<file path="src/rtl/eahc_pkg.sv">
// ----------------------------------------------------------------------------
// eahc_pkg
// Shared types, widths, register indexes and reset values for the
// environmental alert block.
// ----------------------------------------------------------------------------
`default_nettype none

package eahc_pkg;

  localparam int unsigned TEMP_W   = 16;
  localparam int unsigned HUMID_W  = 10;
  localparam int unsigned TIME_W   = 32;
  localparam int unsigned DATA_W   = 32;
  localparam int unsigned ADDR_W   = 5;
  localparam int unsigned IDX_W    = 3;

  // Register indexes, one 32-bit word each.
  localparam logic [IDX_W-1:0] REG_TEMP_ALERT  = 3'd0;
  localparam logic [IDX_W-1:0] REG_TEMP_CLEAR  = 3'd1;
  localparam logic [IDX_W-1:0] REG_HUMID_ALERT = 3'd2;
  localparam logic [IDX_W-1:0] REG_HUMID_CLEAR = 3'd3;
  localparam logic [IDX_W-1:0] REG_CONFIRM     = 3'd4;
  localparam logic [IDX_W-1:0] REG_CLEAR       = 3'd5;

  localparam logic signed [TEMP_W-1:0] TEMP_ALERT_RST  = 16'sd3000;
  localparam logic signed [TEMP_W-1:0] TEMP_CLEAR_RST  = 16'sd2800;
  localparam logic [HUMID_W-1:0]       HUMID_ALERT_RST = 10'd700;
  localparam logic [HUMID_W-1:0]       HUMID_CLEAR_RST = 10'd650;
  localparam logic [TIME_W-1:0]        CONFIRM_RST     = 32'd60000;
  localparam logic [TIME_W-1:0]        CLEAR_RST       = 32'd120000;

  typedef struct packed {
    logic signed [TEMP_W-1:0] temp_alert;
    logic signed [TEMP_W-1:0] temp_clear;
    logic [HUMID_W-1:0]       humid_alert;
    logic [HUMID_W-1:0]       humid_clear;
    logic [TIME_W-1:0]        confirm_time;
    logic [TIME_W-1:0]        clear_time;
  } cfg_t;

  typedef struct packed {
    logic fire;     // an item moves from the input to the result register
    logic vacant;   // that item reports a vacant room
    logic alert;    // committed alert state
    logic running;  // confirm/clear timer running
    logic up;       // timer counts toward alert
  } status_t;

endpackage

`default_nettype wire

</file>
<file path="src/rtl/eahc_if.sv">
// ----------------------------------------------------------------------------
// eahc_if
// Valid/ready channels for evaluation samples and alert results.
// ----------------------------------------------------------------------------
`default_nettype none

interface eahc_sample_if;
  logic               valid;
  logic               ready;
  logic               room_vacant;
  logic               occupancy_unsure;
  logic               sensor_ok;
  logic signed [15:0] temperature;
  logic [9:0]         humidity;
  logic [31:0]        now_time;

  modport source (output valid, room_vacant, occupancy_unsure, sensor_ok,
                  temperature, humidity, now_time, input ready);
  modport sink   (input valid, room_vacant, occupancy_unsure, sensor_ok,
                  temperature, humidity, now_time, output ready);
endinterface

interface eahc_result_if;
  logic valid;
  logic ready;
  logic alert_on;
  logic changed;

  modport source (output valid, alert_on, changed, input ready);
  modport sink   (input valid, alert_on, changed, output ready);
endinterface

`default_nettype wire

</file>
<file path="src/rtl/env_alert_hysteresis_confirm.sv">
// ----------------------------------------------------------------------------
// env_alert_hysteresis_confirm
// Flow: a sample passes the input register, then is evaluated into the result
// register; a result that is not yet taken holds both registers.
// Throughput: one sample per cycle while results are taken; a held result stalls it.
// Reset: asynchronous, active low; alert off, timer idle, registers at defaults.
// ----------------------------------------------------------------------------
`default_nettype none

module env_alert_hysteresis_confirm import eahc_pkg::*; (
  input  wire logic              clk_i,
  input  wire logic              rst_ni,
  input  wire logic              psel,
  input  wire logic              penable,
  input  wire logic              pwrite,
  input  wire logic [ADDR_W-1:0] paddr,
  input  wire logic [DATA_W-1:0] pwdata,
  output      logic [DATA_W-1:0] prdata,
  output      logic              pready,
  eahc_sample_if.sink            sample_i,
  eahc_result_if.source          result_o
);

  cfg_t    cfg;
  status_t status;

  eahc_regs u_regs (
    .clk_i   (clk_i),
    .rst_ni  (rst_ni),
    .psel    (psel),
    .penable (penable),
    .pwrite  (pwrite),
    .paddr   (paddr),
    .pwdata  (pwdata),
    .prdata  (prdata),
    .pready  (pready),
    .cfg_o   (cfg)
  );

  eahc_core u_core (
    .clk_i    (clk_i),
    .rst_ni   (rst_ni),
    .cfg_i    (cfg),
    .sample_i (sample_i),
    .result_o (result_o),
    .status_o (status)
  );

  // The alert state moves only when a transaction is evaluated.
  a_alert_hold: assert property (@(posedge clk_i) disable iff (!rst_ni)
    !status.fire |=> $stable(status.alert))
    else $error("alert state changed without an evaluation");

  a_vacant_off: assert property (@(posedge clk_i) disable iff (!rst_ni)
    status.fire && status.vacant |=> !status.alert && !status.running)
    else $error("vacant room did not force the alert off");

  // The pending result always reflects the committed state.
  a_result_state: assert property (@(posedge clk_i) disable iff (!rst_ni)
    result_o.valid |-> result_o.alert_on == status.alert)
    else $error("result disagrees with the alert state");

  a_timer_idle: assert property (@(posedge clk_i) disable iff (!rst_ni)
    !status.running |-> !status.up)
    else $error("timer direction set while the timer is idle");

endmodule

`default_nettype wire

</file>
<file path="src/rtl/eahc_regs.sv">
// ----------------------------------------------------------------------------
// eahc_regs
// APB register file holding the alert and clear thresholds and times.
// ----------------------------------------------------------------------------
`default_nettype none

module eahc_regs import eahc_pkg::*; (
  input  wire logic              clk_i,
  input  wire logic              rst_ni,
  input  wire logic              psel,
  input  wire logic              penable,
  input  wire logic              pwrite,
  input  wire logic [ADDR_W-1:0] paddr,
  input  wire logic [DATA_W-1:0] pwdata,
  output      logic [DATA_W-1:0] prdata,
  output      logic              pready,
  output      cfg_t              cfg_o
);

  cfg_t             cfg_q;
  logic             wr_en;
  logic [IDX_W-1:0] idx;

  assign pready = 1'b1;
  assign wr_en  = psel && penable && pwrite;
  assign idx    = paddr[ADDR_W-1:2];

  always_ff @(posedge clk_i or negedge rst_ni) begin
    if (!rst_ni) begin
      cfg_q.temp_alert   <= TEMP_ALERT_RST;
      cfg_q.temp_clear   <= TEMP_CLEAR_RST;
      cfg_q.humid_alert  <= HUMID_ALERT_RST;
      cfg_q.humid_clear  <= HUMID_CLEAR_RST;
      cfg_q.confirm_time <= CONFIRM_RST;
      cfg_q.clear_time   <= CLEAR_RST;
    end else if (wr_en) begin
      case (idx)
        REG_TEMP_ALERT:  cfg_q.temp_alert   <= pwdata[TEMP_W-1:0];
        REG_TEMP_CLEAR:  cfg_q.temp_clear   <= pwdata[TEMP_W-1:0];
        REG_HUMID_ALERT: cfg_q.humid_alert  <= pwdata[HUMID_W-1:0];
        REG_HUMID_CLEAR: cfg_q.humid_clear  <= pwdata[HUMID_W-1:0];
        REG_CONFIRM:     cfg_q.confirm_time <= pwdata[TIME_W-1:0];
        REG_CLEAR:       cfg_q.clear_time   <= pwdata[TIME_W-1:0];
        default: ;
      endcase
    end
  end

  always_comb begin
    prdata = '0;
    case (idx)
      REG_TEMP_ALERT:  prdata = {{(DATA_W-TEMP_W){cfg_q.temp_alert[TEMP_W-1]}},
                                 cfg_q.temp_alert};
      REG_TEMP_CLEAR:  prdata = {{(DATA_W-TEMP_W){cfg_q.temp_clear[TEMP_W-1]}},
                                 cfg_q.temp_clear};
      REG_HUMID_ALERT: prdata = {{(DATA_W-HUMID_W){1'b0}}, cfg_q.humid_alert};
      REG_HUMID_CLEAR: prdata = {{(DATA_W-HUMID_W){1'b0}}, cfg_q.humid_clear};
      REG_CONFIRM:     prdata = cfg_q.confirm_time;
      REG_CLEAR:       prdata = cfg_q.clear_time;
      default:         prdata = '0;
    endcase
  end

  assign cfg_o = cfg_q;

endmodule

`default_nettype wire

</file>
<file path="src/rtl/eahc_core.sv">
// ----------------------------------------------------------------------------
// eahc_core
// Input register, hysteresis and timer evaluation with the alert state,
// and the result register.
// ----------------------------------------------------------------------------
`default_nettype none

module eahc_core import eahc_pkg::*; (
  input  wire logic    clk_i,
  input  wire logic    rst_ni,
  input  wire cfg_t    cfg_i,
  eahc_sample_if.sink  sample_i,
  eahc_result_if.source result_o,
  output      status_t status_o
);

  // Input register.
  logic                     s1_valid_q;
  logic                     s1_vacant_q;
  logic                     s1_unsure_q;
  logic                     s1_ok_q;
  logic signed [TEMP_W-1:0] s1_temp_q;
  logic [HUMID_W-1:0]       s1_humid_q;
  logic [TIME_W-1:0]        s1_now_q;

  // Alert and timer state.
  logic              alert_q, alert_d;
  logic              running_q, running_d;
  logic              up_q, up_d;
  logic [TIME_W-1:0] origin_q, origin_d;

  // Result register.
  logic out_valid_q;
  logic out_alert_q;
  logic out_changed_q;

  logic              fire;
  logic              want_up;
  logic              want_down;
  logic              restart;
  logic [TIME_W-1:0] origin_eff;
  logic [TIME_W-1:0] elapsed;
  logic [TIME_W-1:0] need;
  logic              commit;

  assign fire           = s1_valid_q && (!out_valid_q || result_o.ready);
  assign sample_i.ready = !s1_valid_q || fire;

  always_ff @(posedge clk_i or negedge rst_ni) begin
    if (!rst_ni) begin
      s1_valid_q <= 1'b0;
    end else if (sample_i.ready) begin
      s1_valid_q <= sample_i.valid;
    end
  end

  always_ff @(posedge clk_i) begin
    if (sample_i.ready && sample_i.valid) begin
      s1_vacant_q <= sample_i.room_vacant;
      s1_unsure_q <= sample_i.occupancy_unsure;
      s1_ok_q     <= sample_i.sensor_ok;
      s1_temp_q   <= sample_i.temperature;
      s1_humid_q  <= sample_i.humidity;
      s1_now_q    <= sample_i.now_time;
    end
  end

  assign want_up   = (s1_temp_q > cfg_i.temp_alert) || (s1_humid_q > cfg_i.humid_alert);
  assign want_down = (s1_temp_q < cfg_i.temp_clear) && (s1_humid_q < cfg_i.humid_clear);

  // A restart takes the current time as origin, so the elapsed time is zero.
  assign restart    = !running_q || (up_q != want_up);
  assign origin_eff = restart ? s1_now_q : origin_q;
  assign elapsed    = s1_now_q - origin_eff;
  assign need       = want_up ? cfg_i.confirm_time : cfg_i.clear_time;
  assign commit     = elapsed >= need;

  always_comb begin
    alert_d   = alert_q;
    running_d = 1'b0;
    up_d      = 1'b0;
    origin_d  = '0;
    if (s1_vacant_q) begin
      alert_d = 1'b0;
    end else if (s1_unsure_q || !s1_ok_q) begin
      alert_d = alert_q;
    end else if (want_up || want_down) begin
      if (commit) begin
        alert_d = want_up;
      end else begin
        running_d = 1'b1;
        up_d      = want_up;
        origin_d  = origin_eff;
      end
    end
  end

  always_ff @(posedge clk_i or negedge rst_ni) begin
    if (!rst_ni) begin
      alert_q   <= 1'b0;
      running_q <= 1'b0;
      up_q      <= 1'b0;
      origin_q  <= '0;
    end else if (fire) begin
      alert_q   <= alert_d;
      running_q <= running_d;
      up_q      <= up_d;
      origin_q  <= origin_d;
    end
  end

  always_ff @(posedge clk_i or negedge rst_ni) begin
    if (!rst_ni) begin
      out_valid_q <= 1'b0;
    end else if (fire) begin
      out_valid_q <= 1'b1;
    end else if (result_o.ready) begin
      out_valid_q <= 1'b0;
    end
  end

  always_ff @(posedge clk_i) begin
    if (fire) begin
      out_alert_q   <= alert_d;
      out_changed_q <= alert_d != alert_q;
    end
  end

  assign result_o.valid    = out_valid_q;
  assign result_o.alert_on = out_alert_q;
  assign result_o.changed  = out_changed_q;

  assign status_o.fire    = fire;
  assign status_o.vacant  = s1_vacant_q;
  assign status_o.alert   = alert_q;
  assign status_o.running = running_q;
  assign status_o.up      = up_q;

endmodule

`default_nettype wire
</file>
<file path="src/flat_wrapper.sv">
// flat-port wrapper written by rule: the top's interface ports become plain ports
module env_alert_hysteresis_confirm_flat import eahc_pkg::*;
  (clk_i, rst_ni, psel, penable, pwrite, paddr, pwdata, prdata, pready, sample_i_valid, sample_i_room_vacant, sample_i_occupancy_unsure, sample_i_sensor_ok, sample_i_temperature, sample_i_humidity, sample_i_now_time, sample_i_ready, result_o_valid, result_o_alert_on, result_o_changed, result_o_ready);
  eahc_sample_if sample_i_i ();
  eahc_result_if result_o_i ();
  input  wire logic clk_i;
  input  wire logic rst_ni;
  input  wire logic psel;
  input  wire logic penable;
  input  wire logic pwrite;
  input  wire logic [ADDR_W-1:0] paddr;
  input  wire logic [DATA_W-1:0] pwdata;
  output      logic [DATA_W-1:0] prdata;
  output      logic pready;
  input wire logic [$bits(sample_i_i.valid)-1:0] sample_i_valid;
  input wire logic [$bits(sample_i_i.room_vacant)-1:0] sample_i_room_vacant;
  input wire logic [$bits(sample_i_i.occupancy_unsure)-1:0] sample_i_occupancy_unsure;
  input wire logic [$bits(sample_i_i.sensor_ok)-1:0] sample_i_sensor_ok;
  input wire logic [$bits(sample_i_i.temperature)-1:0] sample_i_temperature;
  input wire logic [$bits(sample_i_i.humidity)-1:0] sample_i_humidity;
  input wire logic [$bits(sample_i_i.now_time)-1:0] sample_i_now_time;
  output wire logic [$bits(sample_i_i.ready)-1:0] sample_i_ready;
  output wire logic [$bits(result_o_i.valid)-1:0] result_o_valid;
  output wire logic [$bits(result_o_i.alert_on)-1:0] result_o_alert_on;
  output wire logic [$bits(result_o_i.changed)-1:0] result_o_changed;
  input wire logic [$bits(result_o_i.ready)-1:0] result_o_ready;
  assign sample_i_i.valid = sample_i_valid;
  assign sample_i_i.room_vacant = sample_i_room_vacant;
  assign sample_i_i.occupancy_unsure = sample_i_occupancy_unsure;
  assign sample_i_i.sensor_ok = sample_i_sensor_ok;
  assign sample_i_i.temperature = sample_i_temperature;
  assign sample_i_i.humidity = sample_i_humidity;
  assign sample_i_i.now_time = sample_i_now_time;
  assign sample_i_ready = sample_i_i.ready;
  assign result_o_valid = result_o_i.valid;
  assign result_o_alert_on = result_o_i.alert_on;
  assign result_o_changed = result_o_i.changed;
  assign result_o_i.ready = result_o_ready;
  env_alert_hysteresis_confirm u_core (.clk_i(clk_i), .rst_ni(rst_ni), .psel(psel), .penable(penable), .pwrite(pwrite), .paddr(paddr), .pwdata(pwdata), .prdata(prdata), .pready(pready), .sample_i(sample_i_i), .result_o(result_o_i));
endmodule
</file>
<file path="config.mk">
export PLATFORM = sky130hd
export DESIGN_NAME = env_alert_hysteresis_confirm_flat
export DESIGN_NICKNAME = d
export VERILOG_FILES = /design/src/rtl/eahc_pkg.sv /design/src/rtl/eahc_if.sv /design/src/rtl/env_alert_hysteresis_confirm.sv /design/src/rtl/eahc_regs.sv /design/src/rtl/eahc_core.sv /design/src/flat_wrapper.sv
export SDC_FILE = /design/constraint.sdc
export NUM_CORES = 1
export LEC_CHECK = 0
export BUFFER_PORTS_ARGS = -buffer_cell sky130_fd_sc_hd__buf_2
export CAP_MARGIN = 5
export CORE_ASPECT_RATIO = 0.8
export CORE_UTILIZATION = 56
export CTS_BUF_LIST = sky130_fd_sc_hd__clkbuf_8
export DETAILED_ROUTE_END_ITERATION = 8
export MAX_ROUTING_LAYER = met4
export PLACE_DENSITY = 0.77
export SLEW_MARGIN = 0
export SYNTH_ARGS = -nofsm -noshare
export SYNTH_HDL_FRONTEND = slang
export SYNTH_SLANG_ARGS = --single-unit
export TNS_END_PERCENT = 20
</file>
<file path="constraint.sdc">
create_clock -name clk_i -period 8.8 [get_ports clk_i]
set_input_delay 1.76 -clock clk_i [delete_from_list [all_inputs] [get_ports clk_i]]
set_output_delay 1.76 -clock clk_i [all_outputs]
set_load 0.005 [all_outputs]
</file>
# Word-level counts from Yosys, hierarchy flattened
# Index checks and enable logic that the tools add are counted.
[word_totals] ram_bits=0 latchBits=0 n_memories=0 mem_bits_ro=0 inputBits=105 regBits=216 elab_cells=77 out_inout_bits=37
[classes] n_lt_le_gt_ge=5 n_mux=21 n_reduce_logical=23 shifts=0 n_bitwise=0 n_eq_ne=7 div=0 mul=0 n_addsub=1
[op_table] operator="$mux 32" n=6
[op_table] operator="$pmux 32 s6" n=1
[op_table] operator="$ge 32x32->1" n=1
[op_table] operator="$sub 32x32->32" n=1
[op_table] operator="$gt 16x16->1" n=1
[op_table] operator="$lt 16x16->1" n=1
[op_table] operator="$mux 1" n=14
[op_table] operator="$reduce_and 2->1" n=6
[op_table] operator="$gt 10x10->1" n=1
[op_table] operator="$lt 10x10->1" n=1
[op_table] operator="$eq 3x2->1 const B" n=2
[op_table] operator="$eq 3x3->1 const B" n=2
[op_table] operator="$logic_or 1x1->1" n=6
[op_table] operator="$logic_and 1x1->1" n=5
[op_table] operator="$logic_not 1->1" n=4
[op_table] operator="$eq 3x1->1 const B" n=1
[op_table] operator="$logic_not 3->1" n=1
[op_table] operator="$ne 1x1->1" n=2
[op_table] operator="$reduce_bool 2->1" n=1

# Depth between registers and ports, before layout
# Gate-level depths: netlist of the first run.
[logic_depth] ltp_word=12 depth_mapped=29 depth_no_buf=28

# By module
# From an unflattened synthesis of the first run, not the netlist that was laid out.
[unflattened] cells_unflattened=1161 area_unflattened_um2=13246.5
[modules_own_cells] module="eahc_core" instances=1 cells_per_inst=790 seq_area_each_um2=2817.7 area_per_inst_um2=7828.8
[modules_own_cells] module="eahc_regs" instances=1 cells_per_inst=371 seq_area_each_um2=2949.1 area_per_inst_um2=5417.7

# Worst setup path after synthesis of the first run
# No wires, ideal clock.
[synth_path] path_type="register to register" start="register u_core.u_regs.cfg_q, in the netlist u_core.u_regs.cfg_o[109]" end="register u_core.u_core.origin_q[10]" synth_period_minus_slack_ns=6.655 setup_ns=0.065 t_arrival_ns=6.590 t_required_ns=8.735 slack_ns=2.145 stages_incl_launch_ff=30 path_buffers=2 path_cell_list="dfstp_2 -> inv_1 -> ha_1 -> a21o_1 -> nand3_1 -> a21oi_1 -> or4_1 -> a22o_1 -> o21ai_2 -> buf_2 -> mux2i_1 -> ha_1 -> nor2b_1 -> o31a_1 -> o311a_1 -> or3b_2 -> a21oi_1 -> o31a_1 -> o21ai_0 -> xor2_1 -> ha_1 -> a21oi_1 -> a2bb2oi_1 -> a21oi_1 -> o31a_1 -> nor4_1 -> nand2_1 -> nor4b_2 -> buf_4 -> a22o_1"
[synth_between] elab_chain_len=11 elab_cells_between_ends=13 cone_classes="add/sub (1); order compare (2); eq/ne (1); mux (6); reduce/logical (3)"
[synth_lines] element="start: declaration" line="eahc_regs.sv:20" rtl="cfg_t cfg_q;"
[synth_lines] element="$gt 16x16->1 *" line="eahc_core.sv:68" rtl="assign want_up = (s1_temp_q > cfg_i.temp_alert) || (s1_humid_q > cfg_i.humid_alert);"
[synth_lines] element="$logic_or 1x1->1 *" line="eahc_core.sv:68"
[synth_lines] element="$ne 1x1->1" line="eahc_core.sv:72" rtl="assign restart = !running_q || (up_q != want_up);"
[synth_lines] element="$logic_or 1x1->1" line="eahc_core.sv:72"
[synth_lines] element="$mux 32" line="eahc_core.sv:73" rtl="assign origin_eff = restart ? s1_now_q : origin_q;"
[synth_lines] element="$sub 32x32->32" line="eahc_core.sv:74" rtl="assign elapsed = s1_now_q - origin_eff;"
[synth_lines] element="$ge 32x32->1" line="eahc_core.sv:76" rtl="assign commit = elapsed >= need;"
[synth_lines] element="$mux 32" line="eahc_core.sv:88" rtl="if (commit) begin"
[synth_lines] element="$mux 32 *" line="eahc_core.sv:87" rtl="end else if (want_up || want_down) begin"
[synth_lines] element="$mux 32 *" line="eahc_core.sv:85" rtl="end else if (s1_unsure_q || !s1_ok_q) begin"
[synth_lines] element="$mux 32 *" line="eahc_core.sv:83" rtl="if (s1_vacant_q) begin"
[synth_lines] element="end signal: assignment" line="eahc_core.sv:108" rtl="origin_q <= origin_d;"
[synth_lines] element="end: declaration" line="eahc_core.sv:30" rtl="logic [TIME_W-1:0] origin_q, origin_d;"
# Every way passes the cells marked *; elsewhere a longest branch is shown, timed or not.
# A chain may end at the register's enable or synchronous reset.

# Worst setup path in the final report of the first run
[layout_path] start="register u_core.u_regs.cfg_q, in the netlist u_core.u_regs.cfg_o[79]" end="register u_core.u_core.origin_q[15]"
[layout_between] elab_chain_len=11 elab_cells_between_ends=13 cone_classes="add/sub (1); order compare (2); eq/ne (1); mux (6); reduce/logical (3)"
[layout_lines] element="$gt 10x10->1 *" line="eahc_core.sv:68"
[layout_lines] element="$logic_or 1x1->1 *" line="eahc_core.sv:68"
[layout_lines] element="$ne 1x1->1" line="eahc_core.sv:72"
[layout_lines] element="$logic_or 1x1->1" line="eahc_core.sv:72"
[layout_lines] element="$mux 32" line="eahc_core.sv:73"
[layout_lines] element="$sub 32x32->32" line="eahc_core.sv:74"
[layout_lines] element="$ge 32x32->1" line="eahc_core.sv:76"
[layout_lines] element="$mux 32" line="eahc_core.sv:88"
[layout_lines] element="$mux 32 *" line="eahc_core.sv:87"
[layout_lines] element="$mux 32 *" line="eahc_core.sv:85"
[layout_lines] element="$mux 32 *" line="eahc_core.sv:83"
# Marked as above.

==> results of run 1 <==
stage by stage:
step | hold slack (ns) | instance area (um2) | util, %
2_1_floorplan | 0.457 | 12700 | -
3_3_place_gp | 0.476 | 13700 | 62.6
3_5_place_dp | 0.490 | 13700 | 62.6
4_1_cts | 0.502 | 14400 | 66.1
5_1_grt | 0.515 | 14500 | 66.1
6_report | 0.502 | 14500 | 66.1
worst max-delay path: cells and delay by family, from the launching register on:
kind / cells / cell delay [ns]
compound gates: 16 / 4.03
simple gates: 5 / 1.37
flops: 1 / 0.53
xor+xnor: 1 / 0.17
buf+inv: 2 / 0.45
fa+ha+maj: 4 / 0.93
mux: 1 / 0.29
power groups by stage:
| stage | Sequential (W) | Combinational [W] | Clock [W] |
|---|---|---|---|
| finish | 0.00131 | 0.000879 | 0.000926 |
| global route | 0.00132 | 0.000988 | 0.000993 |
| CTS | 0.00131 | 0.000874 | 0.000945 |
| detailed placement | 0.00132 | 0.000866 | 0 |
| global placement | 0.00132 | 0.000838 | 0 |
| floorplan | 0.00129 | 0.000623 | 0 |
synth_stat cells (all sizes together), types with 20 or more instances:
cell / n
mux2i: 74
a21oi: 51
mux2: 87
dfrtp: 116
ha: 113
inv: 73
o21ai: 62
nand2: 70
clkbuf: 29
a22o: 33
edfxtp: 63
xnor2: 20
dfstp: 37
nor2: 44
sequential cells by signal (all words and copies together) (netlist names):
register	count
u_core.u_core.result_o.changed	1
u_core.u_core.s1_vacant_q	1
u_core.u_core.s1_unsure_q	1
u_core.u_core.result_o.alert_on	1
u_core.u_core.s1_ok_q	1
u_core.u_core.s1_humid_q	10
u_core.u_core.origin_q	32
u_core.u_core.up_q	1
u_core.u_core.s1_temp_q	16
u_core.u_core.s1_valid_q	1
u_core.u_core.s1_now_q	32
u_core.u_core.alert_q	1
u_core.u_core.running_q	1
u_core.u_regs.cfg_o	116
u_core.u_core.result_o.valid	1
cell type report:
cell class	count	area [um2]	area share, %
flip-flops and latches	216	5770	39.9
multi-input cells	787	6480	44.8
diodes	4	10.0	0.0692
clock buffers	44	606	4.19
clock inverters	23	148	1.02
repair buffers	152	802	5.55
well taps	300	375	2.60
inverters	73	274	1.90
metal layers:
metal,part of all wire [%],track usage [%]
met2,44,41.4
met3,6.5,5.41
met5,0,-
met1,47,39.2
met4,2.4,9.46
worst paths after layout:
| kind | startpoint | end | slack, ns | depth (start not counted) |
|---|---|---|---|---|
| min reg2reg | u_core.u_core.s1_valid_q | u_core.u_core.result_o.valid | 0.50 | 1 |
| min | u_core.u_core.s1_valid_q | u_core.u_core.result_o.valid | 0.50 | 1 |
| max reg2reg | u_core.u_regs.cfg_o[79] | u_core.u_core.origin_q[15] | 0.93 | 29 |
| max in group asynchronous | rst_ni | u_core.u_regs.cfg_o[87] | 6.12 | 2 |
| max | u_core.u_regs.cfg_o[79] | u_core.u_core.origin_q[15] | 0.93 | 29 |
| min in group asynchronous | rst_ni | u_core.u_core.origin_q[9] | 1.33 | 1 |
logic make-up after synthesis:
kind of cell / Yosys count / share of synthesized area [%]
adder cells (fa/ha/maj): 114 / 11.3
other: 1 / 0.0296
multiplexers: 168 / 14.8
XOR/XNOR: 25 / 1.73
buffers and inverters: 116 / 3.62
flip-flops: 216 / 45.6
AO/OA/AOI/OAI: 274 / 15.1
AND/OR/NAND/NOR: 205 / 7.81
placed cells by master (no fill, tap or decap), types with 6 or more instances in the layout:
cell type and n:
nand3_1 17, ha_1 113, edfxtp_1 63, dfstp_2 37, nand2_1 70, buf_2 137
o21a_1 13, nor2b_1 14, clkbuf_8 44, o31ai_1 7, o21bai_1 6, o221ai_1 7
nand2b_1 10, a221o_1 17, mux2i_1 74, o22ai_1 6, xnor2_1 20, a21oi_1 50
o21ai_0 60, mux2_2 87, mux4_2 7, a21o_1 14, a211oi_1 13, a22o_1 33
buf_4 14, dfrtp_1 116, o211ai_1 6, nand4_1 16, nor2_1 42, inv_1 90
==> qor.yml, run 1 <==
outcome:
  status: "complete, no violations"
die:
  die_w_um: 170
  io_pins: 142
  initial_core_util_pct: 57.9
  die_area_mm2: 0.0232
  rows: 48
  core_mm2: 0.0219
  die_y_um: 136
logic_synthesis:
  synthCells: 1119
  synth_flop_cell: "dfrtp_1"
  ys_ff_latch: 216
  synth_sequential_area_ratio_pct: 45.6
  synthArstFlopShare_pct: 70.8
  synth-edff-count: 63
  ys_top_cells_by_area: "dfrtp_1, edfxtp_1, ha_1"
  yosysWarnings: 0
  synth_top_cell_by_area: "dfrtp_1"
  syn_area_mm2: 0.0127
  synth_area_per_cell_um2: 11.3
  yosysTopAreaCellShare_pct: 22.9
  synth_fp_nets: 1338
  ys_types: 72
critical_path:
  cp_max_fo: 32
  worstPathArrival_ns: 8.33
  criticalPathCategory: "flip-flop to flip-flop"
  required_ns: 9.26
  crit_top_cell: "a21oi_1"
  crit_path_start_kind: "flip-flop"
  slowest_stage: "o21ai_4"
  cpPeakStageDelay_ns: 0.58
  worstSetupEndpointType: "flip-flop"
global_routing:
  antenna_found_initial: 4
  grt_max_degree: 90
  grt-ovfl-total: 0
  grt_use_total_pct: 28.2
  grt_pass1_wl_um: 48800
  grt_pass1_vias: 9183
timing:
  finalWorstSetupSlack_ns: 0.933
  tightestPinTransition_ns: 1.12
  hold_viol_final: 0
  setup_viol: 0
  fmax_ghz: 0.127
  post-route-period-util_pct: 89.4
  finalCriticalPeriod_ns: 7.87
  finalSetupTns_ns: 0
  maxSlewViolCount: 0
  fin_skew_ns: 0.0206
  rsz0062_at_grt: "false"
  relSlewSlack_pct: 25.4
power_and_ir_drop:
  pwr-share-seq_pct: 42.0
  power_w: 0.00311
  intPower_w: 0.00212
  switchingPower_w: 0.000991
  p_clk_share_pct: 29.7
  p_per_area_mw_per_mm2: 215
  leakage_nw: 6.72
  ir_drop_uv: 130
  switching_share_pct: 31.8
  pwr-share-comb_pct: 28.2
clock_tree:
  post_cts_resized: 0
  h-tree-depth: 2
  cts_tree: "done"
  post-cts-setup-buffers: 0
  clock-sinks: 216
  ctsHoldBuffers: 0
  cts_buffers: 37
  path_clk_slew_ns: 0.06
  root_buffer: "clkbuf_8"
  ctsLongestPathBuffers: 3
  clk_latency_ns: 0.54
placement:
  pre_cts_slack_ns: 1.07
  gp_congestion: 0.905
  io_buffers: 138
  hpwlAfterDp_um: 21300
  dp.cells: 1528
routing:
  via_per_inst: 5.94
  wire_per_inst_um: 19.2
  num_vias: 9499
  postRouteAntennaNets: 0
  wl_um: 30700
  route.detailed.drc: 0
  first_pass_iters: 4
  drt_iter0_drc: 685
cells_and_area:
  fin_nets: 1486
  drive_above_1_share_pct: 26.7
  final_cells: 1599
  syn2layout_area_growth_pct: 14.3
  fill_cells: 1766
hold_path:
  min_path_type: "flip-flop to flip-flop"
flow_run:
  cap_violations: 0
Note: power is estimated with default switching activity, not from simulation.
==> run 2: changes to the inputs <==
--- a/config.mk
+++ b/config.mk
@@ -9,12 +9,13 @@
 export CAP_MARGIN = 5
 export CORE_ASPECT_RATIO = 0.8
 export CORE_UTILIZATION = 56
-export CTS_BUF_LIST = sky130_fd_sc_hd__clkbuf_8
+export CTS_BUF_LIST = sky130_fd_sc_hd__clkbuf_4
 export DETAILED_ROUTE_END_ITERATION = 8
 export MAX_ROUTING_LAYER = met4
 export PLACE_DENSITY = 0.77
 export SLEW_MARGIN = 0
 export SYNTH_ARGS = -nofsm -noshare
 export SYNTH_HDL_FRONTEND = slang
+export SYNTH_HIERARCHICAL = 1
 export SYNTH_SLANG_ARGS = --single-unit
 export TNS_END_PERCENT = 20
==> constraint.sdc (replaced) <==
create_clock -name clk_i -period 9.15 [get_ports clk_i]
set_input_delay 1.83 -clock clk_i [delete_from_list [all_inputs] [get_ports clk_i]]
set_output_delay 1.83 -clock clk_i [all_outputs]
set_load 0.005 [all_outputs]
==> qor.yml, run 2 <==
outcome:
  status: "complete, no violations"
placement:
  hpwlAfterDp_um: 22600  # +6.1%
  dp.cells: 1561  # +2.2%
  gp_congestion: 0.912  # +0.82%
  io_buffers: 138  # unchanged
critical_path:
  cpPeakStageDelay_ns: 0.57  # about the same
  crit_end: "u_core/u_core/origin_q[0]"
  r2r_start: "u_core/u_regs/cfg_o[111]"
  startpoint: "u_core/u_regs/cfg_o[111]"
  crit_top_cell: "ha_1"
  r2r_end: "u_core/u_core/origin_q[0]"
  cp_max_fo: 33  # +3.1%
  reg2reg_depth: 29  # unchanged
  required_ns: 9.71  # +0.45 ns
  criticalPathCategory: "flip-flop to flip-flop"
  worstPathArrival_ns: 8.91  # +0.58 ns
  worstSetupEndpointType: "flip-flop"
  slowest_stage: "or4_1"
  r2r_slack_ns: 0.80  # -0.13 ns
  crit_path_start_kind: "flip-flop"
die:
  die_area_mm2: 0.0242  # +4.3%
  die_y_um: 139  # +2.1%
  io_pins: 142  # unchanged
  rows: 49  # +2.1%
  core_mm2: 0.0228  # +4.3%
  initial_core_util_pct: 57.9  # about the same
  die_w_um: 174  # +2.2%
cells_and_area:
  fill_cells: 1845  # +4.5%
  final_cells: 1668  # +4.3%
  final_util_pct: 64.9  # -1.3 points
  largest_reg_flops: 116  # unchanged
  register_area_mm2: 0.00577  # unchanged
  fin_nets: 1532  # +3.1%
  syn2layout_area_growth_pct: 12.0
  mostFrequentLayoutCell: "buf_2"
  multi_input_area_mm2: 0.00693  # +7.0%
  drive_above_1_share_pct: 30.6  # +3.9 points
  layout_common_cells: "buf_2, mux2_2, dfrtp_1"
timing:
  maxSlewViolCount: 0  # unchanged
  whs_ns: 0.507  # +0.00412 ns
  setup_viol: 0  # unchanged
  tightestPinTransition_ns: 1.21  # +0.0907 ns
  fmax_ghz: 0.120  # -5.8%
  finalSetupTns_ns: 0  # unchanged
  relSlewSlack_pct: 19.4  # -5.9 points
  post-route-period-util_pct: 91.3  # +1.9 points
  finalCriticalPeriod_ns: 8.35  # +0.484 ns
  fin_skew_ns: 0.0376  # +0.0170 ns
  hold_viol_final: 0  # unchanged
  rsz0062_at_grt: "false"
global_routing:
  grt_max_degree: 84  # -6.7%
  grt_use_total_pct: 27.8  # -0.45 points
  antenna_found_initial: 1  # -3
  grt-ovfl-total: 0  # unchanged
  grt_pass1_wl_um: 51600  # +5.8%
  grt_pass1_vias: 9711  # +5.7%
clock_tree:
  cts_tree: "done"
  post-cts-setup-buffers: 0  # unchanged
  path_clk_slew_ns: 0.07  # about the same
  clock-sinks: 216  # unchanged
  cts_buffers: 56  # +51%
  ctsLongestPathBuffers: 3  # unchanged
  clk_latency_ns: 0.70  # +0.16 ns
  root_buffer: "clkbuf_4"
  h-tree-depth: 2  # unchanged
  ctsHoldBuffers: 0  # unchanged
  post_cts_resized: 0  # unchanged
power_and_ir_drop:
  ir_drop_uv: 126  # -3.5%
  p_per_area_mw_per_mm2: 196  # -8.9%
  leakage_nw: 6.49  # -3.4%
logic_synthesis:
  syn_area_mm2: 0.0132  # +4.4%
  yosysWarnings: 6  # +6
  synthCells: 1156  # +3.3%
  synth_area_per_cell_um2: 11.4  # +1.1%
  synth_fp_nets: 1375  # +2.8%
routing:
  drt_iter0_drc: 688  # +0.44%
  wire_per_inst_um: 19.2  # about the same
  via_per_inst: 5.91  # -0.59%
  num_vias: 9850  # +3.7%
  route.detailed.drc: 0  # unchanged
  wl_um: 32000  # +4.4%
  postRouteAntennaNets: 0  # unchanged
  first_pass_iters: 7  # +3
hold_path:
  min_path_type: "flip-flop to flip-flop"
flow_run:
  cap_violations: 0  # unchanged
[run 2: power by group]
part | total, W | internal [W] | leakage [nW] | switching (W)
combinational | 0.000858 | 0.000388 | 3.57 | 0.000470
clock | 0.000801 | 0.000385 | 0.415 | 0.000416
sequential | 0.00124 | 0.00115 | 2.51 | 0.0000945
total | 0.00290 | 0.00192 | 6.49 | 0.000980
[run 2: per-stage QoR]
stage          setup slack (ns)  area (um2)  total power, W
2_1_floorplan              2.34       13200         0.00184
3_3_place_gp               1.04       14100         0.00207
3_5_place_dp              0.965       14100         0.00211
4_1_cts                   0.870       14800         0.00292
5_1_grt                   0.372       14800         0.00309
6_report                  0.799       14800         0.00290
[run 2: area by class of cell]
type,count,area share [%]
multi-input combinational,823,46.8
sequential,216,39.0
timing repair buffer,146,5.12
clock buffer,74,3.76
tap,306,2.59
inverter,70,1.78
clock inverter,32,0.939
antenna,1,0.0169
[run 2: critical path, delay by kind of cell (launching register included)]
kind / cells / cell delay, ns
AND/OR/NAND/NOR: 9 / 2.33
buffers and inverters: 1 / 0.05
XOR/XNOR: 1 / 0.12
AO/OA/AOI/OAI: 13 / 3.49
adder cells (fa/ha/maj): 4 / 1.29
flip-flops: 1 / 0.54
multiplexers: 1 / 0.39
[run 2: worst min-delay path by stage]
stage	startpoint	to	cells past startpoint
finish	u_core/u_core/s1_valid_q	u_core/u_core/result_o.valid	1
global placement	u_core/u_core/s1_valid_q	u_core/u_core/result_o.valid	1
detailed placement	u_core/u_regs/cfg_o[106]	u_core/u_regs/cfg_o[106]	1
global route	u_core/u_regs/cfg_o[110]	u_core/u_regs/cfg_o[110]	1
CTS	u_core/u_core/s1_valid_q	u_core/u_core/result_o.valid	1
floorplan	u_core/u_core/s1_valid_q	u_core/u_core/result_o.valid	1
[run 2: layer usage]
layer	up-vias	share of wire (%)	track usage, %
met2	360	44	39.8
li1	4670	-	-
met1	4767	47	40.2
met5	-	0	-
met4	0	2.1	8.31
met3	53	6.7	4.70
